**src/sv/ihmc_pkg.sv**
```systemverilog
// shared constants for the heat-map colour core
// no dependencies
package ihmc_pkg;
	localparam int unsigned RegCount = 7;
	localparam logic [2:0] REG_IMAX = 3'd0;
	localparam logic [2:0] REG_HUE_START = 3'd1;
	localparam logic [2:0] REG_HUE_END = 3'd2;
	localparam logic [2:0] REG_SAT_START = 3'd3;
	localparam logic [2:0] REG_SAT_END = 3'd4;
	localparam logic [2:0] REG_BRI_START = 3'd5;
	localparam logic [2:0] REG_BRI_END = 3'd6;
endpackage

```
**src/sv/ihmc_fifo.sv**
```systemverilog
// two-entry queue between front and back parts
// depends on ihmc_pkg
module ihmc_fifo #(
	parameter int W = 8
) (
	input logic clk,
	input logic arst_n,
	input logic i_valid,
	output logic i_ready,
	input logic [W-1:0] i_data,
	output logic o_valid,
	input logic o_ready,
	output logic [W-1:0] o_data
);
	import ihmc_pkg::*;
	logic [W-1:0] mem_q [2];
	logic wp_q, rp_q;
	logic [1:0] cnt_q;
	logic wr, rd;
	assign i_ready = cnt_q != 2'd2;
	assign o_valid = cnt_q != 2'd0;
	assign wr = i_valid && i_ready;
	assign rd = o_valid && o_ready;
	assign o_data = mem_q[rp_q];
	always_ff @(posedge clk or negedge arst_n) begin
		if (!arst_n) begin
			wp_q <= 1'b0; rp_q <= 1'b0; cnt_q <= '0;
		end else begin
			if (wr) wp_q <= !wp_q;
			if (rd) rp_q <= !rp_q;
			cnt_q <= cnt_q + 2'(wr) - 2'(rd);
		end
	end
	always_ff @(posedge clk) begin
		if (wr) mem_q[wp_q] <= i_data;
	end
endmodule

```
**config.mk**
```make
export PLATFORM = sky130hd
export DESIGN_NAME = ihmc_fifo
export DESIGN_NICKNAME = d
export VERILOG_FILES = /design/src/sv/ihmc_pkg.sv /design/src/sv/ihmc_fifo.sv
export SDC_FILE = /design/constraint.sdc
export NUM_CORES = 1
export LEC_CHECK = 0
export ABC_AREA = 0
export BUFFER_PORTS_ARGS = -buffer_cell sky130_fd_sc_hd__buf_4
export CAP_MARGIN = 40
export CORE_MARGIN = 8
export CORE_UTILIZATION = 56
export CTS_BUF_LIST = sky130_fd_sc_hd__clkbuf_4
export DETAILED_ROUTE_END_ITERATION = 7
export PLACE_DENSITY = 0.84
export SLEW_MARGIN = 20
export SYNTH_ARGS = -nofsm -noshare
export SYNTH_HDL_FRONTEND = slang
export SYNTH_SLANG_ARGS = --single-unit
```
**constraint.sdc**
```tcl
create_clock -name clk -period 2.85 [get_ports clk]
set_input_delay 0.285 -clock clk [delete_from_list [all_inputs] [get_ports clk]]
set_output_delay 0.285 -clock clk [all_outputs]
set_load 0.01 [all_outputs]
```
# Word level (Yosys, flattened, before mapping)
# Memory sizes are Yosys's and may differ from the RTL's.
# Cells that the tools add are included.
# op_classes
n_div	0
add_sub_neg	2
order_cmp	0
n_eq_ne	1
n_bitwise	0
n_mux	2
n_reduce_logical	5
shifts	0
multipliers	0
# op_table
operator	n
adder 2 x 1 -> 2 bit	1
logical AND 1 bit	2
zero test 1 bit	2
2-to-1 mux 1 bit	2
!= test 2 bit, second input constant	1
nonzero test 2 bit	1
subtractor 2 x 1 -> 2 bit	1
# totals
ff_bits	4
mem_bits_rw	16
mem_count	1
latch_bits	0
elab_cells	14
rom_bits	0
output_inout_bits	10
# memory_table
name	words	width	read_ports	rd_ports_with_merged_regs	write_ports	line	text
mem_q	2	8	1	0	1	ihmc_fifo.sv:16	logic [W-1:0] mem_q [2];

# Longest topological paths before layout
# depth
word_depth	4
depth_mapped	5

# Worst setup path before layout
# OpenSTA, ideal clock, no wires.
# synth_path
kind	register -> register
start	reg cnt_q[0]
end	mem mem_q[0][0], enable pin
required_time_ns	2.480
t_arrival_ns	1.072
path_buffers	0
path_slack_ns	1.407
path_stages_with_launch	4
setup_ns	0.370
path_cell_list	dfrtp_1 > nand2b_1 > nand2_1 > nor2_1
# synth_via
elab_chain_cells	4
# synth_lines
element	line	text
from (decl)	ihmc_fifo.sv:18	logic [1:0] cnt_q;
from (signal assigned)	ihmc_fifo.sv:31	cnt_q <= cnt_q + 2'(wr) - 2'(rd);
!= test 2 bit	ihmc_fifo.sv:20	assign i_ready = cnt_q != 2'd2;
named net i_ready	ihmc_fifo.sv:9	output logic i_ready,
logical AND 1 bit	ihmc_fifo.sv:22	assign wr = i_valid && i_ready;
2-to-1 mux 1 bit	ihmc_fifo.sv:35	if (wr) mem_q[wp_q] <= i_data;
2-to-1 mux 1 bit (implied by the code)	ihmc_fifo.sv:35	
to (decl)	ihmc_fifo.sv:16	
# The timed path passes the listed nets, and every way through them passes these cells.

# Final worst setup path
# layout_path
start	reg rp_q
end	out o_data[7]
# layout_via
elab_chain_cells	1
# layout_lines
element	line	text
from (decl)	ihmc_fifo.sv:17	logic wp_q, rp_q;
from (signal assigned)	ihmc_fifo.sv:30	if (rd) rp_q <= !rp_q;
memory read (2 x 8 bit)	-	
to (decl)	ihmc_fifo.sv:13	output logic [W-1:0] o_data
# No other way between the ends.

==> impl_metrics.yaml <==
logic_synthesis:
  yosysTopAreaCellShare: 0.594
  synth_top_area_cell: "edfxtp_1"
  synth.cell_area_um2: 810
  synth_nets: 60
  avgSynthCellArea_um2: 17.2
  yosysUniqueCellTypes: 17
  ys_top_cells_by_area: "edfxtp_1, dfrtp_1, mux2_2"
  yosys_warnings: 0
  ys_seq_area_frac: 0.717
  syn_inst: 47
  ys_ff_latch: 20
outcome:
  outcome: "finished, final reports clean"
place:
  io_buffers: 21
  dp_slack_ps: 1270
  dp_hpwl_mm: 1.06
  place_congestion: 0.711
finish:
  drive_gt1_frac: 0.472
  area_growth_pct: 25.7
  antenna_cells: 0
  fillers: 89
  fin_nets: 86
worst_setup_path:
  cp_max_fo: 9
  start_kind: "flip-flop"
  worstPathRequired_ps: 2570
  cp-end-kind: "primary output"
  cp.arrival_ps: 1390
  crit_type: "reg -> out"
route:
  route.detailed.drc: 0
  vias: 472
  vias_per_cell: 5.43
  drt_iter0_drc: 11
  routedWlPerCell_um: 15.7
  dr.pass1.iters: 4
  drt-total-wl_mm: 1.37
  ant_nets: 0
sta:
  setup_violations: 0
  rsz0062_at_grt: "false"
  drv_slew: 0
  layout_setup_ws_ps: 1180
  fmax_mhz: 598
  setup-tns-final_ps: 0
  fin_worst_skew_ps: 4.46
  relSlewSlack: 0.573
  worst_slew_pin_slew_ps: 638
  finalCritPeriodShare: 0.587
  post-route-min-period_ps: 1670
  whs_ps: 177
  hold_viol_final: 0
clocking:
  h-tree-depth: 1
  clk_path_buf_depth: 2
  cts_sinks: 20
  cts_tree: "built"
  hold_buffers: 1
  clock_latency_ps: 280
  clk_pin_slew_ps: 100
  post_cts_buffers: 0
  ctsResizeCount: 0
  numCtsBuffers: 3
  root_buffer: "clkbuf_4"
worst_hold_path:
  hold_path.class: "in -> reg"
die:
  die_area_um2: 2920
  row_count: 13
  die_h_um: 54.0
  fp.dieW_um: 54.0
  coreArea_um2: 1330
  io-pin-count: 22
  start_util: 0.607
grt:
  grt_max_degree: 12
  antenna_found_initial: 0
  grt_usage: 0.101
  grt_pass1_wl_mm: 2.17
  grt_pass1_vias: 478
  grt_overflow: 0
job:
  drv_cap: 0
power:
  p_leak_nw: 0.403
  ir_drop_v: 0.000720
  p_per_area_nw_per_um2: 934
-- worst max-delay path: stages (launching register included) --
cell and delay [ps]:
dfrtp_1 580, mux2_2 380, buf_4 140
-- worst paths after layout --
kind,from,end,slack [ps],cells past startpoint
worst max-delay path,rp_q,o_data[7],1180,2
worst min-delay path,i_data[1],mem_q[1][1],180,1
worst max register to register,cnt_q[0],mem_q[0][3],1270,3
worst min register to register,wp_q,wp_q,510,1
max in group asynchronous,arst_n,cnt_q[0],2420,2
min in group asynchronous,arst_n,wp_q,330,2
-- metal layers --
layer / up-vias / share of wire / global-route usage / wire length [µm]
met1: 224 / 0.44 / 0.125 / 601
met5: - / 0 / 0 / 0
met2: 18 / 0.47 / 0.168 / 649
li1: 228 / - / - / -
met4: 0 / 0.014 / 0.0246 / 19
met3: 2 / 0.072 / 0.0303 / 98
-- layout by cell type (no fill, tap or decap), drive strengths merged --
cell	netlist	layout
nor4bb	1	1
nand2b	1	1
nor2b	1	1
a311oi	1	1
and3	1	1
buf	1	21
clkinv	0	1
dfrtp	4	4
nand3	1	1
clkbuf	0	3
nand2	2	2
or2	1	1
xnor2	3	3
o21ai	1	1
dlygate4sd3	0	1
nor2	3	3
o21ba	1	1
mux2	8	8
ha	1	1
edfxtp	16	16
-- synth_stat cells --
master,number
a311oi_2,1
and3_1,1
buf_2,1
dfrtp_1,4
edfxtp_1,16
ha_1,1
mux2_2,8
nand2_1,2
nand2b_1,1
nand3_1,1
nor2_1,3
nor2b_1,1
nor4bb_2,1
o21ai_0,1
o21ba_1,1
or2_1,1
xnor2_1,3
-- cells by family (layout without fill, tap and decap cells) --
family / count (synthesis) / in the layout / synth area share
AND/OR/NAND/NOR: 11 / 11 / 0.0804
buffers and inverters: 1 / 26 / 0.00618
adder cells (fa/ha/maj): 1 / 1 / 0.0155
multiplexers: 8 / 8 / 0.111
XOR/XNOR: 3 / 3 / 0.0325
flip-flops: 20 / 20 / 0.717
AO/OA/AOI/OAI: 3 / 3 / 0.0371
-- metrics by stage --
step / utilization / cell area, µm² / total power [mW] / instances
after floorplan: - / 810 / 0.683 / 47
after global placement: 0.735 / 981 / 0.822 / 82
after detailed placement: 0.735 / 981 / 0.835 / 82
after CTS: 0.763 / 1020 / 0.962 / 87
after global routing: 0.763 / 1020 / 1.01 / 87
final: 0.763 / 1020 / 0.950 / 87
-- layout make-up --
type                            instances  area (µm²)  area share
Sequential cell                        20         581       0.571
Multi-Input combinational cell         26         224       0.220
Timing Repair Buffer                   22         168       0.165
Clock buffer                            3        22.5      0.0221
Tap cell                               15        18.8      0.0185
Clock inverter                          1        3.75     0.00369
-- state kept, by name, summed over array words and instances (netlist names) --
register,cells
wp_q,1
cnt_q,2
mem_q,16
rp_q,1
-- power breakdown --
group          switching [mW]  total, mW  internal [mW]
combinational           0.148      0.351          0.203
clock                  0.0755      0.126         0.0508
sequential             0.0650      0.473          0.408
total                   0.288      0.950          0.662
No activity file was read; power rests on OpenSTA's default activity.
