$ cat src/sv/ihmc_pkg.sv
// shared constants for the heat-map colour core
// no dependencies
package ihmc_pkg;
	localparam int unsigned RegCount = 7;
	localparam logic [2:0] REG_IMAX = 3'd0;
	localparam logic [2:0] REG_HUE_START = 3'd1;
	localparam logic [2:0] REG_HUE_END = 3'd2;
	localparam logic [2:0] REG_SAT_START = 3'd3;
	localparam logic [2:0] REG_SAT_END = 3'd4;
	localparam logic [2:0] REG_BRI_START = 3'd5;
	localparam logic [2:0] REG_BRI_END = 3'd6;
endpackage

$ cat src/sv/ihmc_back.sv
// back part: six-sector hsv to rgb conversion with output register
// depends on ihmc_pkg
module ihmc_back #(
	parameter int FB = 16
) (
	input logic clk,
	input logic arst_n,
	input logic i_valid,
	output logic i_ready,
	input logic [FB:0] i_h,
	input logic [FB:0] i_s,
	input logic [FB+7:0] i_v,
	input logic i_clamp,
	output logic o_valid,
	input logic o_ready,
	output logic [24:0] o_data
);
	import ihmc_pkg::*;
	localparam logic [FB:0] One = {1'b1, {FB{1'b0}}};
	localparam int VW = FB + 8;

	logic v1_q, v2_q, a1, a2;
	assign a2 = !v2_q || o_ready;
	assign a1 = !v1_q || a2;
	assign i_ready = a1;

	// stage 1: sector, sf, sg
	logic [FB+3:0] h6;
	logic [2:0] sec;
	logic [FB-1:0] f;
	logic [2*FB+1:0] psf, psg;
	always_comb begin
		h6 = (FB+4)'(i_h) * (FB+4)'(6);
		sec = h6[FB+2:FB];
		f = h6[FB-1:0];
		psf = (2*FB+2)'(i_s) * (2*FB+2)'(f);
		psg = (2*FB+2)'(i_s) * (2*FB+2)'(One - {1'b0, f});
	end
	logic [2:0] sec_s1;
	logic [FB:0] s_s1, sf_s1, sg_s1;
	logic [VW-1:0] v_s1;
	logic cl_s1;
	always_ff @(posedge clk or negedge arst_n) begin
		if (!arst_n) v1_q <= 1'b0;
		else if (a1) v1_q <= i_valid;
	end
	always_ff @(posedge clk) begin
		if (a1 && i_valid) begin
			sec_s1 <= sec; s_s1 <= i_s; v_s1 <= i_v; cl_s1 <= i_clamp;
			sf_s1 <= psf[2*FB:FB]; sg_s1 <= psg[2*FB:FB];
		end
	end

	// stage 2: p q t and channel select
	logic [VW+FB:0] pp, pq, pt;
	logic [7:0] p, q, t, vc, r, g, b;
	always_comb begin
		pp = (VW+FB+1)'(v_s1) * (VW+FB+1)'(One - s_s1);
		pq = (VW+FB+1)'(v_s1) * (VW+FB+1)'(One - sf_s1);
		pt = (VW+FB+1)'(v_s1) * (VW+FB+1)'(One - sg_s1);
		p = pp[2*FB+7:2*FB]; q = pq[2*FB+7:2*FB]; t = pt[2*FB+7:2*FB];
		vc = v_s1[VW-1:FB];
		if (s_s1 == '0) begin
			r = vc; g = vc; b = vc;
		end else begin
			case (sec_s1)
				3'd1: begin r = q; g = vc; b = p; end
				3'd2: begin r = p; g = vc; b = t; end
				3'd3: begin r = p; g = q; b = vc; end
				3'd4: begin r = t; g = p; b = vc; end
				3'd5: begin r = vc; g = p; b = q; end
				default: begin r = vc; g = t; b = p; end
			endcase
		end
	end
	always_ff @(posedge clk or negedge arst_n) begin
		if (!arst_n) v2_q <= 1'b0;
		else if (a2) v2_q <= v1_q;
	end
	always_ff @(posedge clk) begin
		if (a2 && v1_q) o_data <= {cl_s1, b, g, r};
	end
	assign o_valid = v2_q;
endmodule

$ cat config.mk
export PLATFORM = sky130hd
export DESIGN_NAME = ihmc_back
export DESIGN_NICKNAME = d
export VERILOG_FILES = /design/src/sv/ihmc_pkg.sv /design/src/sv/ihmc_back.sv
export SDC_FILE = /design/constraint.sdc
export NUM_CORES = 2
export LEC_CHECK = 0
export BUFFER_PORTS_ARGS = -buffer_cell sky130_fd_sc_hd__buf_4
export CORE_ASPECT_RATIO = 1.2
export CORE_MARGIN = 3
export CORE_UTILIZATION = 45
export DETAILED_ROUTE_END_ITERATION = 8
export HOLD_SLACK_MARGIN = 0.15
export PLACE_DENSITY_LB_ADDON = 0.25
export SLEW_MARGIN = 40
export SYNTH_ARGS = -nofsm -noshare
export SYNTH_HDL_FRONTEND = slang
export SYNTH_SLANG_ARGS = --single-unit
export TNS_END_PERCENT = 10
$ cat constraint.sdc
create_clock -name clk -period 17.4 [get_ports clk]
set_clock_uncertainty 0.2 [all_clocks]
set_input_delay 0.87 -clock clk [delete_from_list [all_inputs] [get_ports clk]]
set_output_delay 0.87 -clock clk [all_outputs]
set_load 0.005 [all_outputs]
; ---- Word-level counts from Yosys, hierarchy flattened
; Cells that the tools add are included.
[classes]
n_mux = 6
n_mul = 6
n_reduce_logical = 11
add_sub_neg = 4
n_eq_ne = 5
[op_table]
columns = op, n
row1 = $mul A25 B18 Y40, 3
row2 = $pmux W8 S3, 3
row3 = $sub A17 B17 Y18 const A, 3
row4 = $mul A18 B18 Y33, 1
row5 = $mul A17 B15 Y32, 1
row6 = $mux W8, 3
row7 = $mul A17 B2 Y18 const B, 1
row8 = $sub A17 B16 Y18 const A, 1
row9 = $logic_not A17 Y1, 1
row10 = $reduce_or A2 Y1, 4
row11 = $eq A3 B2 Y1 const B, 2
row12 = $eq A3 B3 Y1 const B, 2
row13 = $eq A3 B1 Y1 const B, 1
row14 = $logic_and A1 B1 Y1, 2
row15 = $logic_not A1 Y1, 2
row16 = $logic_or A1 B1 Y1, 2
[totals]
in_bits = 63
elab_cells = 41
register_bits = 106
output_inout_bits = 27

; ---- Depth between registers and ports, before layout
[logic_depth]
ltp_word = 4
depth_mapped = 34
mapped_depth_nobuf = 32

; ---- Worst setup path after synthesis
; OpenSTA, ideal clock, no wires.
[synth_path]
path_type = input -> register
from = input port i_h[0]
to = register sg_s1[9], data pin
arrival_time_ns = 8.688
n_path_buf = 2
stages = 33
setup_slack_ns = 8.317
path_cell_list = ha_1 -> fa_1 -> a211oi_2 -> o21ai_1 -> a31o_2 -> a2111oi_4 -> nor3_1 -> buf_2 -> or4_4 -> or2_4 -> xor2_1 -> buf_2 -> nand2_1 -> fa_1 -> inv_1 -> fa_1 -> inv_1 -> fa_1 -> inv_1 -> fa_1 -> fa_1 -> inv_1 -> fa_1 -> inv_1 -> ha_1 -> a21o_1 -> a221oi_1 -> a21o_1 -> a21boi_1 -> o21ai_0 -> a21boi_1 -> or4_1 -> o311ai_0
[synth_via]
elab_chain_len = 3
[synth_lines]
columns = element, line_no
row1 = "start, declared", ihmc_back.sv:10  ; input logic [FB:0] i_h,
row2 = $mul A17 B2 Y18, ihmc_back.sv:33  ; h6 = (FB+4)'(i_h) * (FB+4)'(6);
row3 = $sub A17 B16 Y18, ihmc_back.sv:37  ; psg = (2*FB+2)'(i_s) * (2*FB+2)'(One - {1'b0, f});
row4 = $mul A18 B18 Y33, ihmc_back.sv:37
row5 = via psg[25], ihmc_back.sv:31  ; logic [2*FB+1:0] psf, psg;
row6 = "end signal, assigned", ihmc_back.sv:50  ; sf_s1 <= psf[2*FB:FB]; sg_s1 <= psg[2*FB:FB];
row7 = "end, declared", ihmc_back.sv:40  ; logic [FB:0] s_s1, sf_s1, sg_s1;
; The timed path passes the listed nets, and every way through them passes these cells.
; A chain may end at the register's enable or synchronous reset.

; ---- Final worst setup path
[layout_path]
from = register sg_s1[0]
to = register o_data[2], data pin
[layout_via]
elab_chain_len = 4
[layout_lines]
columns = element, line_no
row1 = $sub A17 B17 Y18, ihmc_back.sv:60  ; pt = (VW+FB+1)'(v_s1) * (VW+FB+1)'(One - sg_s1);
row2 = $mul A25 B18 Y40, ihmc_back.sv:60
row3 = $pmux W8 S3, ihmc_back.sv:66  ; case (sec_s1)
row4 = $mux W8, ihmc_back.sv:63  ; if (s_s1 == '0) begin
row5 = via r[2], ihmc_back.sv:56  ; logic [7:0] p, q, t, vc, r, g, b;
row6 = "end signal, assigned", ihmc_back.sv:81  ; if (a2 && v1_q) o_data <= {cl_s1, b, g, r};
row7 = "end, declared", ihmc_back.sv:16  ; output logic [24:0] o_data
; The timed path passes the listed nets, and every way through them passes these cells.

==> reports/results.ini <==
[outcome]
status = finished, final reports clean

[grt]
grt_antenna_before_repair = 4
grt_pass1_vias = 49859
grt_pass1_wl_um = 273000
gr-usage-all-layers_pct = 24.8
gr-total-overflow = 0
grt_max_degree = 74

[yosys]
yosysSeqAreaShare_pct = 5.14
synth.avg_cell_area_um2 = 8.85
ys_warn_count = 0
post-synth-top-count-cell = inv_1
syn-instance-count = 6973
synth.cell_area_um2 = 61700
ys.flop_type = edfxtp_1
synth_cell_types = 80
synth_seq_cells = 106
synth_common_cells = inv_1, fa_1, nand2_1, ha_1, and2_1
yosys.area.top_type = fa_1
yosys.area.top_type_share_pct = 47.2
yosys-top-cells-area = fa_1, ha_1, inv_1, nand2_1, and2_1
synth_enable_flop_cells = 104
synth-async-reset-ratio_pct = 1.89
syn_nets = 9093

[place]
port-buffer-count = 89
gp_congestion = 0.964
dpl.hpwl_um = 132000

[timing]
relSlewSlack_pct = 41.1
rsz0062_at_grt = no
slew_viol_final = 0
hold_viol_final = 0
setup_viol = 0
tightest_slew_ns = 0.880
period_share_pct = 56.8
finalSetupTns_ns = 0
final.min_clock_period_ns = 9.89
fmax_mhz = 101

[routing]
postRouteAntennaNets = 0
via_per_inst = 5.25
drt-total-wl_um = 167000
firstDrtPassIters = 5
drc = 0
wl_per_cell_um = 19.4
via_count = 45325
drtIter0Drc = 2269

[worst_setup_path]
path_class = reg -> reg
critPathCaptureType = flop
worst_path_most_repeated_cell = fa_1
slowest_stage = nor3b_1
required_ns = 17.42
crit_path_max_fanout = 25
crit-reg2reg-launch = sg_s1[0]$_DFFE_PP_
critPathLaunchType = flop
slowest_delay_ns = 0.66
r2r-end = o_data[2]$_DFFE_PP_
r2r_cells = 28
critPathArrivalTime_ns = 9.91
regToRegSetupSlack_ns = 7.51

[floorplan]
start_util_pct = 45.4
die_h_um = 412
core_um2 = 136000
fp.dieW_um = 344
rows = 148
num_io_pins = 90
dieArea_um2 = 142000

[clock_tree]
clkSinkCount = 106
path_clk_slew_ns = 0.10
cts-htree-levels = 3
clock-root-buffer = clkbuf_16
cts_buffer_depth = 2
clk_latency_ns = 0.43
numCtsBuffers = 9
cts.repair.resized = 0
cts_tree = done

[finish]
nNetsFinal = 8949
syn2layout_area_growth_pct = 5.54
drive_gt1_share_pct = 4.65
fill_cells = 13133

[worst_hold_path]
min_path_cells = 0
min-delay-start = cl_s1$_DFFE_PP_
hold_class = reg -> reg
min_to = o_data[24]$_DFFE_PP_

[run]
max_cap_violations = 0

[timing repair]
item / CTS / global route
buffers inserted: 0 / 0
hold endpoints to repair: 2 / 0
hold buffers: 1 / 0
[cells in the final DEF (no fill, tap or decap), types with 18 or more instances in the layout]
cell      netlist  routed
a211oi_1       19      19
a21o_1         43      43
a21oi_1        66      65
and2_1        501     500
and3_1         25      25
buf_4           0     196
edfxtp_1      104     104
fa_1         1453    1452
ha_1          604     603
inv_1        1795    1795
nand2_1      1260    1259
nand2b_1       36      36
nand3_1        41      41
nor2_1        122     121
nor2b_1        39      39
nor3_1         37      36
nor4_1         18      18
o21ai_0        49      49
or2_2          28      28
xnor2_1        91      64
xor2_1         49      34
[cell families after synthesis]
group	share of synthesized area, %
xor gates and xnor gates	2.02
buffers and inverters	13.2
DFF	5.14
AOI/OAI and AO/OA	3.70
and+or+nand+nor	16.5
muxes	0.0487
adders and majority gates	59.4
[worst max-delay path: cells and delay by family, from the launching register on]
| family | cells | cell delay, ns |
|---|---|---|
| buf+inv | 5 | 0.73 |
| fa+ha+maj | 7 | 3.29 |
| flops | 1 | 0.37 |
| xor+xnor | 2 | 0.60 |
| compound gates | 6 | 2.09 |
| simple gates | 8 | 2.36 |
[worst max-delay path by stage]
stage                                 to  cells after the start               start
detailed placement   sg_s1[16]$_DFFE_PP_                     34              i_h[0]
global placement     sg_s1[16]$_DFFE_PP_                     34              i_h[0]
global route        o_data[23]$_DFFE_PP_                     30  sg_s1[0]$_DFFE_PP_
finish               o_data[2]$_DFFE_PP_                     28  sg_s1[0]$_DFFE_PP_
CTS                 o_data[23]$_DFFE_PP_                     30  sg_s1[0]$_DFFE_PP_
floorplan             sg_s1[9]$_DFFE_PP_                     33              i_h[0]
[final cells by class]
type | instances | area, um^2 | share of cell area (%)
antenna | 1 | 2.50 | 0.00384
tap | 1800 | 2250 | 3.46
multi-input combinational | 4705 | 50900 | 78.2
clock inverter | 7 | 80.1 | 0.123
sequential | 106 | 3170 | 4.87
timing repair buffer | 212 | 1710 | 2.63
inverter | 1795 | 6740 | 10.3
clock buffer | 9 | 225 | 0.346
[stage by stage]
stage / util, % / instance area (um^2) / hold WS (ns) / setup WS [ns] / cells
detailed placement: 47.7 / 64800 / 0.208 / 7.27 / 8617
CTS: 47.9 / 65100 / 0.233 / 7.60 / 8634
floorplan: - / 61700 / 0.200 / 8.32 / 6973
global route: 47.9 / 65100 / 0.252 / 7.09 / 8634
finish: 47.9 / 65100 / 0.230 / 7.51 / 8635
global placement: 47.5 / 64500 / 0.204 / 7.28 / 8603
[metal layers]
metal  GRT usage [%]  vias to the layer above  share of wire [%]
met1            31.2                    23620                 39
met5               0                        -              0.023
met2            44.0                     1357                 51
li1                -                    20021                  -
met4            8.84                        6                4.1
met3            2.76                      321                5.7
[registers in the layout, summed over array words and instances, names as in the netlist]
signal	count
sf_s1	17
v_s1	24
o_valid	1
v1_q	1
s_s1	17
cl_s1	1
sec_s1	3
sg_s1	17
o_data	25
Power is left out: the tool's default activity adds up to more than one toggle a clock period on the data nets, which glitch-free logic cannot reach.
